## config.mk

```make
export PLATFORM = sky130hd
export DESIGN_NAME = discrete_distribution_sampler
export DESIGN_NICKNAME = d
export VERILOG_FILES = /design/src/rtl/core/dds_pkg.sv /design/src/rtl/core/discrete_distribution_sampler.sv /design/src/rtl/core/dds_mem.sv /design/src/rtl/core/dds_unit.sv
export SDC_FILE = /design/constraint.sdc
export NUM_CORES = 2
export LEC_CHECK = 0
export BUFFER_PORTS_ARGS = -buffer_cell sky130_fd_sc_hd__buf_2
export CAP_MARGIN = 10
export CORE_ASPECT_RATIO = 0.5
export CORE_MARGIN = 2
export CORE_UTILIZATION = 48
export CTS_CLUSTER_SIZE = 28
export DETAILED_ROUTE_END_ITERATION = 7
export GPL_TIMING_DRIVEN = 0
export PLACE_DENSITY = 0.78
export SLEW_MARGIN = 20
export SYNTH_ARGS = -nofsm -noshare
export SYNTH_HDL_FRONTEND = slang
export SYNTH_HIERARCHICAL = 1
export SYNTH_SLANG_ARGS = --single-unit
```

## constraint.sdc

```tcl
create_clock -name clock -period 11.9 [get_ports clock]
set_clock_uncertainty 0.05 [all_clocks]
set_input_delay 3.57 -clock clock [delete_from_list [all_inputs] [get_ports clock]]
set_output_delay 3.57 -clock clock [all_outputs]
set_load 0.1 [all_outputs]
```

## src/rtl/core/dds_pkg.sv

```systemverilog
// shared types and codes of the discrete distribution sampler
package dds_pkg;

   localparam int UNIFORM_BITS  = 32;
   localparam int REQ_TYPE_BITS = 2;
   localparam int STATUS_BITS   = 2;

   typedef enum logic [REQ_TYPE_BITS-1:0] {
      OP_LOAD   = 2'd0,
      OP_SAMPLE = 2'd1,
      OP_CDF    = 2'd2,
      OP_CLEAR  = 2'd3
   } op_type;

   typedef enum logic [STATUS_BITS-1:0] {
      STAT_OK    = 2'd0,
      STAT_FULL  = 2'd1,
      STAT_EMPTY = 2'd2
   } status_type;

   typedef enum logic [1:0] {
      ST_IDLE,
      ST_SCAN,
      ST_PUT,
      ST_DONE
   } state_type;

endpackage

```

## src/rtl/core/discrete_distribution_sampler.sv

```systemverilog
// top level: request sequencer, table ram and shared compare unit
// load, sample and cdf query scan the table ram one entry per cycle when the table holds
//    entries; clear, a load into an empty table and answers on a full or empty table skip it
// one item at a time: the next request is taken only once the last result has gone into
//    the result register
// reset clears the sequencer, the entry count, the total weight and the result valid flag;
//    table contents are not cleared, only entries below the count are ever read
module discrete_distribution_sampler import dds_pkg::*; #(
   parameter int MAX_ENTRIES = 16,
   parameter int VALUE_BITS  = 32,
   parameter int WEIGHT_BITS = 16
) (
   input  logic                                              clock,
   input  logic                                              reset,
   // request channel
   input  logic                                              req_valid,
   output logic                                              req_ready,
   input  logic [REQ_TYPE_BITS-1:0]                          req_type,
   input  logic signed [VALUE_BITS-1:0]                      req_value,
   input  logic [WEIGHT_BITS-1:0]                            req_weight,
   input  logic [UNIFORM_BITS-1:0]                           req_uniform,
   // result channel
   output logic                                              rsp_valid,
   input  logic                                              rsp_ready,
   output logic [STATUS_BITS-1:0]                            rsp_status,
   output logic signed [VALUE_BITS-1:0]                      rsp_sample_value,
   output logic [$clog2(MAX_ENTRIES)-1:0]                    rsp_sample_index,
   output logic [WEIGHT_BITS+$clog2(MAX_ENTRIES)-1:0]        rsp_cdf_weight,
   output logic [WEIGHT_BITS+$clog2(MAX_ENTRIES)-1:0]        rsp_total_weight,
   output logic [$clog2(MAX_ENTRIES+1)-1:0]                  rsp_entry_count
);

   localparam int IW   = $clog2(MAX_ENTRIES);     // table index
   localparam int CNTW = $clog2(MAX_ENTRIES + 1); // entry count
   localparam int CW   = WEIGHT_BITS + IW;        // cumulative weight
   localparam int PW   = UNIFORM_BITS + CW;       // scaled sample target
   localparam int MW   = VALUE_BITS + CW;         // table word: {value, cum}

   // sequencer state
   state_type                   state_ff, state_in;
   op_type                      op_ff, op_in;
   status_type                  status_ff, status_in;
   logic signed [VALUE_BITS-1:0] key_ff, key_in;
   logic [WEIGHT_BITS-1:0]      wt_ff, wt_in;
   logic [PW-1:0]               target_ff, target_in;
   logic [IW-1:0]               cur_ff, cur_in;
   logic [CNTW-1:0]             held_ff, held_in;
   logic [CW-1:0]               total_ff, total_in;
   logic [CW-1:0]               cdf_ff, cdf_in;
   logic signed [VALUE_BITS-1:0] sel_val_ff, sel_val_in;
   logic [IW-1:0]               sel_idx_ff, sel_idx_in;

   // result register
   logic                        rsp_valid_ff, rsp_valid_in;
   status_type                  rsp_status_ff, rsp_status_in;
   logic signed [VALUE_BITS-1:0] rsp_sval_ff, rsp_sval_in;
   logic [IW-1:0]               rsp_sidx_ff, rsp_sidx_in;
   logic [CW-1:0]               rsp_cdf_ff, rsp_cdf_in;
   logic [CW-1:0]               rsp_total_ff, rsp_total_in;
   logic [CNTW-1:0]             rsp_count_ff, rsp_count_in;

   // table ram ports
   logic                        wr_en;
   logic [IW-1:0]               wr_addr;
   logic [MW-1:0]               wr_data;
   logic [IW-1:0]               rd_addr;
   logic [MW-1:0]               rd_data;

   // shared unit
   logic signed [VALUE_BITS-1:0] ent_value;
   logic [CW-1:0]               ent_cum;
   logic                        val_le;
   logic                        below;
   logic [CW-1:0]               cum_sum;

   logic [CNTW-1:0]             held_m1;
   logic [IW-1:0]               last_idx;
   logic                        rsp_free;

   dds_mem #(
      .DEPTH (MAX_ENTRIES),
      .WIDTH (MW)
   ) u_mem (
      .clock   (clock),
      .wr_en   (wr_en),
      .wr_addr (wr_addr),
      .wr_data (wr_data),
      .rd_addr (rd_addr),
      .rd_data (rd_data)
   );

   assign ent_value = rd_data[CW +: VALUE_BITS];
   assign ent_cum   = rd_data[CW-1:0];

   dds_unit #(
      .VALUE_BITS  (VALUE_BITS),
      .WEIGHT_BITS (WEIGHT_BITS),
      .CUM_BITS    (CW)
   ) u_unit (
      .ent_value (ent_value),
      .ent_cum   (ent_cum),
      .key       (key_ff),
      .weight    (wt_ff),
      .target    (target_ff),
      .val_le    (val_le),
      .below     (below),
      .cum_sum   (cum_sum)
   );

   // index of the last held entry, valid whenever the table is not empty
   assign held_m1  = held_ff - CNTW'(1);
   assign last_idx = held_m1[IW-1:0];
   // result register can take a new item
   assign rsp_free = !rsp_valid_ff || rsp_ready;

   always_comb begin
      state_in      = state_ff;
      op_in         = op_ff;
      status_in     = status_ff;
      key_in        = key_ff;
      wt_in         = wt_ff;
      target_in     = target_ff;
      cur_in        = cur_ff;
      held_in       = held_ff;
      total_in      = total_ff;
      cdf_in        = cdf_ff;
      sel_val_in    = sel_val_ff;
      sel_idx_in    = sel_idx_ff;
      rsp_valid_in  = rsp_valid_ff && !rsp_ready;
      rsp_status_in = rsp_status_ff;
      rsp_sval_in   = rsp_sval_ff;
      rsp_sidx_in   = rsp_sidx_ff;
      rsp_cdf_in    = rsp_cdf_ff;
      rsp_total_in  = rsp_total_ff;
      rsp_count_in  = rsp_count_ff;
      wr_en         = 1'b0;
      wr_addr       = '0;
      wr_data       = '0;
      rd_addr       = '0;
      req_ready     = (state_ff == ST_IDLE);

      case (state_ff)
         ST_IDLE: begin
            if (req_valid) begin
               op_in      = op_type'(req_type);
               key_in     = req_value;
               wt_in      = req_weight;
               // scaled target for the whole sample scan
               target_in  = PW'(req_uniform) * PW'(total_ff);
               status_in  = STAT_OK;
               cdf_in     = '0;
               sel_val_in = '0;
               sel_idx_in = '0;
               case (op_type'(req_type))
                  OP_LOAD: begin
                     if (held_ff == CNTW'(MAX_ENTRIES)) begin
                        status_in = STAT_FULL;
                        state_in  = ST_DONE;
                     end else if (held_ff == '0) begin
                        // empty table: first entry goes straight in
                        wr_en    = 1'b1;
                        wr_addr  = '0;
                        wr_data  = {req_value, CW'(req_weight)};
                        held_in  = held_ff + CNTW'(1);
                        total_in = total_ff + CW'(req_weight);
                        state_in = ST_DONE;
                     end else begin
                        // scan down from the top, shifting larger entries up
                        rd_addr  = last_idx;
                        cur_in   = last_idx;
                        state_in = ST_SCAN;
                     end
                  end
                  OP_SAMPLE: begin
                     if (held_ff == '0) begin
                        status_in = STAT_EMPTY;
                        state_in  = ST_DONE;
                     end else begin
                        rd_addr  = '0;
                        cur_in   = '0;
                        state_in = ST_SCAN;
                     end
                  end
                  OP_CDF: begin
                     if (held_ff == '0) begin
                        state_in = ST_DONE;
                     end else begin
                        rd_addr  = '0;
                        cur_in   = '0;
                        state_in = ST_SCAN;
                     end
                  end
                  default: begin
                     // clear: contents stay, count and total drop to zero
                     held_in  = '0;
                     total_in = '0;
                     state_in = ST_DONE;
                  end
               endcase
            end
         end

         ST_SCAN: begin
            // rd_data holds entry cur_ff this cycle
            case (op_ff)
               OP_LOAD: begin
                  wr_en   = 1'b1;
                  wr_addr = cur_ff + IW'(1);
                  if (val_le) begin
                     // new item lands just above the last entry not greater
                     wr_data  = {key_ff, cum_sum};
                     held_in  = held_ff + CNTW'(1);
                     total_in = total_ff + CW'(wt_ff);
                     state_in = ST_DONE;
                  end else begin
                     wr_data = {ent_value, cum_sum};
                     if (cur_ff == '0) begin
                        state_in = ST_PUT;
                     end else begin
                        rd_addr = cur_ff - IW'(1);
                        cur_in  = cur_ff - IW'(1);
                     end
                  end
               end
               OP_SAMPLE: begin
                  if (cur_ff == last_idx || !below) begin
                     sel_val_in = ent_value;
                     sel_idx_in = cur_ff;
                     state_in   = ST_DONE;
                  end else begin
                     rd_addr = cur_ff + IW'(1);
                     cur_in  = cur_ff + IW'(1);
                  end
               end
               OP_CDF: begin
                  if (val_le) begin
                     cdf_in = ent_cum;
                  end
                  if (!val_le || cur_ff == last_idx) begin
                     state_in = ST_DONE;
                  end else begin
                     rd_addr = cur_ff + IW'(1);
                     cur_in  = cur_ff + IW'(1);
                  end
               end
               default: begin
                  state_in = ST_DONE;
               end
            endcase
         end

         ST_PUT: begin
            // every held entry was greater: new item becomes entry zero
            wr_en    = 1'b1;
            wr_addr  = '0;
            wr_data  = {key_ff, CW'(wt_ff)};
            held_in  = held_ff + CNTW'(1);
            total_in = total_ff + CW'(wt_ff);
            state_in = ST_DONE;
         end

         ST_DONE: begin
            if (rsp_free) begin
               rsp_valid_in  = 1'b1;
               rsp_status_in = status_ff;
               rsp_sval_in   = sel_val_ff;
               rsp_sidx_in   = sel_idx_ff;
               rsp_cdf_in    = cdf_ff;
               rsp_total_in  = total_ff;
               rsp_count_in  = held_ff;
               state_in      = ST_IDLE;
            end
         end

         default: begin
            state_in = ST_IDLE;
         end
      endcase
   end

   // state register
   always_ff @(posedge clock) begin
      if (reset) begin
         state_ff <= ST_IDLE;
      end else begin
         state_ff <= state_in;
      end
   end

   // control registers
   always_ff @(posedge clock) begin
      if (reset) begin
         held_ff      <= '0;
         total_ff     <= '0;
         rsp_valid_ff <= 1'b0;
      end else begin
         held_ff      <= held_in;
         total_ff     <= total_in;
         rsp_valid_ff <= rsp_valid_in;
      end
   end

   // payload registers
   always_ff @(posedge clock) begin
      op_ff         <= op_in;
      status_ff     <= status_in;
      key_ff        <= key_in;
      wt_ff         <= wt_in;
      target_ff     <= target_in;
      cur_ff        <= cur_in;
      cdf_ff        <= cdf_in;
      sel_val_ff    <= sel_val_in;
      sel_idx_ff    <= sel_idx_in;
      rsp_status_ff <= rsp_status_in;
      rsp_sval_ff   <= rsp_sval_in;
      rsp_sidx_ff   <= rsp_sidx_in;
      rsp_cdf_ff    <= rsp_cdf_in;
      rsp_total_ff  <= rsp_total_in;
      rsp_count_ff  <= rsp_count_in;
   end

   assign rsp_valid        = rsp_valid_ff;
   assign rsp_status       = rsp_status_ff;
   assign rsp_sample_value = rsp_sval_ff;
   assign rsp_sample_index = rsp_sidx_ff;
   assign rsp_cdf_weight   = rsp_cdf_ff;
   assign rsp_total_weight = rsp_total_ff;
   assign rsp_entry_count  = rsp_count_ff;

endmodule

```

## src/rtl/core/dds_mem.sv

```systemverilog
// table ram: one write port, one read port with registered read data
module dds_mem #(
   parameter int DEPTH = 16,
   parameter int WIDTH = 52
) (
   input  logic                     clock,
   input  logic                     wr_en,
   input  logic [$clog2(DEPTH)-1:0] wr_addr,
   input  logic [WIDTH-1:0]         wr_data,
   input  logic [$clog2(DEPTH)-1:0] rd_addr,
   output logic [WIDTH-1:0]         rd_data
);

   logic [WIDTH-1:0] mem [DEPTH];
   logic [WIDTH-1:0] rd_data_ff;

   always_ff @(posedge clock) begin
      if (wr_en) begin
         mem[wr_addr] <= wr_data;
      end
      rd_data_ff <= mem[rd_addr];
   end

   assign rd_data = rd_data_ff;

endmodule

```

## src/rtl/core/dds_unit.sv

```systemverilog
// shared compare and add unit applied to one table entry per cycle
module dds_unit import dds_pkg::*; #(
   parameter int VALUE_BITS  = 32,
   parameter int WEIGHT_BITS = 16,
   parameter int CUM_BITS    = 20
) (
   input  logic signed [VALUE_BITS-1:0]          ent_value,
   input  logic        [CUM_BITS-1:0]            ent_cum,
   input  logic signed [VALUE_BITS-1:0]          key,
   input  logic        [WEIGHT_BITS-1:0]         weight,
   input  logic        [UNIFORM_BITS+CUM_BITS-1:0] target,
   output logic                                  val_le,
   output logic                                  below,
   output logic        [CUM_BITS-1:0]            cum_sum
);

   // entry value at or below the key
   assign val_le  = (ent_value <= key);
   // cum * 2^32 < uniform * total
   assign below   = ({ent_cum, UNIFORM_BITS'(0)} < target);
   // running weight after an insert below this entry
   assign cum_sum = ent_cum + CUM_BITS'(weight);

endmodule

```

==> key figures <==
Finish
  – Most frequent cells in the layout: edfxtp_1, inv_1, fa_1, nand2_1, and2_1
  – # fillers: 10800
  – Nets: 6215
  – Post-layout util: 0.542
  – Final instance area: 75700 sq um
  – Commonest non-fill, non-tap cell in the layout: edfxtp_1
  – P&R area growth vs syn: 12.3%
  – Layout cell share with drive strength beyond 1: 0.131

Drt
  – Vias: 44000
  – Post-route DRC: 2
  – DRT iter0 DRCs: 5618
  – Vias/cell: 6.03
  – Pre-Repair DR Iteration Count: 8
  – Final WL: 195000 um
  – Routed WL per cell: 26.7 um
  – Antenna-violating nets left: 0

Setup path
  – CP max stage delay: 740 ps
  – Worst Reg-to-Reg Cells: 22
  – Setup CP Type: input pin to flop
  – Delay-heaviest family, CP: adder cells
  – Slowest cell on crit path: clkbuf_1
  – Crit. path cell count: 21
  – Critical path buffers and inverters: 4
  – Worst EP arrival: 11460 ps
  – WP data required: 12260 ps
  – Critical-path cell list: clkbuf_1, nand2_1, fa_1, fa_1, fa_1, inv_1, fa_1, fa_1, fa_1, inv_1, fa_1, inv_1, ha_1, nand4_1, nor4_2, nand2b_1, a2111oi_0, nor3_1, o21ai_2, or3_1, nand4_1
  – Critical Path Sink Type: flop
  – Worst Path Max Fanout: 10
  – Most frequent CP cell: fa_1
  – Startpoint Class: input pin

Clock tree
  – Skew-Pair Late Insertion Delay: 710 ps
  – # H-tree levels: 3
  – Sink Count: 1159
  – Resized cells post-CTS: 0
  – Clock buffer depth: 3
  – Cts bufs inserted: 107
  – CTS tree: yes
  – Total setup buffers inserted after CTS: 0
  – Hold_buf cts: 0
  – Clock slew at reported path FFs: 60 ps
  – CTS Root Cell: clkbuf_16

Logic synthesis
  – Top cell type's share of synthesized area: 0.481
  – Ys Warns: 6
  – Asr flop ratio synth: 0
  – Seq/Total Area, Yosys: 0.504
  – Main synth FF type: edfxtp_1
  – Cell area after synthesis: 67400 sq um
  – Post-Syn Instances: 4988
  – Seq cells post-synth: 1159
  – Top cells by area, synth: edfxtp_1, fa_1, mux4_2
  – Synth Area per Inst: 13.5 sq um
  – Distinct cell type count of the synthesized netlist: 89
  – Syn_nets: 5893
  – Post-synth EDFFs: 1079
  – Top cell type by total area after synthesis: edfxtp_1

Die
  – Core area: 140000 sq um
  – Row cnt: 97
  – Die extent in x: 534 um
  – Die ar.: 144000 sq um
  – Initial Util: 0.483
  – IO Pins: 171
  – Die extent in y: 269 um

Global route
  – M2 GR Usage: 0.458
  – Largest net degree at the start of global routing: 47
  – Initial antenna violation count: 22
  – Met1 GRT Util: 0.333
  – GRT Overall Usage: 0.272
  – Gr busiest metal: met2
  – Vias in the first global route: 46100
  – Met3 usage: 0.0600
  – Remaining Overflow, GRT: 0
  – First-pass GRT wire length: 291000 um

Timing
  – Finish-stage setup viols: 0
  – Tightest Pin Transition: 1310 ps
  – Period utilization: 0.933
  – Fmax: 90.1 MHz
  – Final setup TNS: 0 ps
  – Slew HR: 0.118
  – Min Tclk post-route: 11100 ps
  – RSZ-0062 raised after global routing: no
  – Final Max Slew Viols: 0
  – Final Hold Vio Count: 0

Placement
  – Cell Area, Placed: 71900 sq um
  – Port Buffers: 138
  – DP HPWL: 137000 um
  – RePlAce Congestion: 1.02

Run
  – Max cap viols: 0

Status
  – Status: finished, violations left
  – Violated checks: design-rule violations

Worst hold path
  – Path category of the worst min-delay check: flop to flop
  – Hold path cells: 0
## registers in the layout, summed over array words and instances, names as in the netlist, 5 cells and up
register	count
u_mem/mem	832
target_ff	52
u_mem/rd_data	52
key_ff	32
rsp_sample_value	32
sel_val_ff	32
cdf_ff	20
rsp_cdf_weight	20
rsp_total_weight	20
total_ff	20
wt_ff	16
held_ff	5
rsp_entry_count	5
## Yosys cell counts, types with 24 or more instances
cell type	n
nand3_1	32
nand2_1	504
dfxtp_1	80
mux4_2	208
buf_2	30
nor2_1	139
xor2_1	26
nor3_1	49
xnor2_1	61
a21o_1	39
ha_1	280
nand4_1	24
and2_1	363
inv_1	645
clkbuf_1	201
a22oi_1	136
o21ai_0	71
a21oi_1	140
a211oi_1	26
edfxtp_1	1079
fa_1	539
## per-stage QoR
| step | hold slack [ps] | std cells | setup slack [ps] |
|---|---|---|---|
| after floorplan | 350 | 4988 | 153 |
| after CTS | 358 | 7283 | 1030 |
| final | 363 | 7298 | 799 |
| after global placement | 354 | 7007 | -7280 |
| after global routing | 372 | 7294 | 472 |
| after detailed placement | 355 | 7080 | 335 |
## worst register-to-register path, stage by stage, from the launching register on
cell and delay [ps]:
dfxtp_1 880, clkbuf_1 790, and2_1 280, fa_1 450, fa_1 510, inv_1 50, fa_1 470, inv_1 60
fa_1 500, fa_1 540, fa_1 670, inv_1 90, fa_1 480, inv_1 50, ha_1 390, nand4_1 230
nor4_2 500, nand2b_1 150, a2111oi_0 700, nor3_1 320, o21ai_2 380, or3_1 180, nand4_1 120
## final timing paths
| check | startpoint | to | slack, ps |
|---|---|---|---|
| setup / recovery | req_uniform[20] | target_ff[45] | 800 |
| hold / removal | cdf_ff[6] | rsp_cdf_weight[6] | 360 |
| setup reg to reg | total_ff[3] | target_ff[45] | 2800 |
| hold reg to reg | cdf_ff[6] | rsp_cdf_weight[6] | 360 |
## metal layers
layer	wire length, um	part of all wire
met2	93800	0.48
met4	11500	0.059
met1	68900	0.35
met5	54	0.00028
met3	20500	0.11
## cell type report
cell class,instances,area [sq um],share of cell area
Antenna cell,13,32.5,0.000430
Tap cell,1881,2350,0.0311
Clock inverter,53,697,0.00920
Multi-Input combinational cell,2931,30100,0.398
Sequential cell,1159,34000,0.449
Timing Repair Buffer,213,1960,0.0258
Inverter,645,2420,0.0320
Clock buffer,150,3010,0.0397
Buffer,253,1100,0.0146
## cell families after synthesis
kind of cell	count (synthesis)	synth area share
AO/OA/AOI/OAI	592	0.0606
buffers and inverters	898	0.0523
multiplexers	213	0.0702
flip-flops	1159	0.504
XOR/XNOR	88	0.0116
AND/OR/NAND/NOR	1219	0.0888
adder cells (fa/ha/maj)	819	0.212
Power is left out: the tool's default activity adds up to more than one toggle a clock period on the data nets, which glitch-free logic cannot reach.
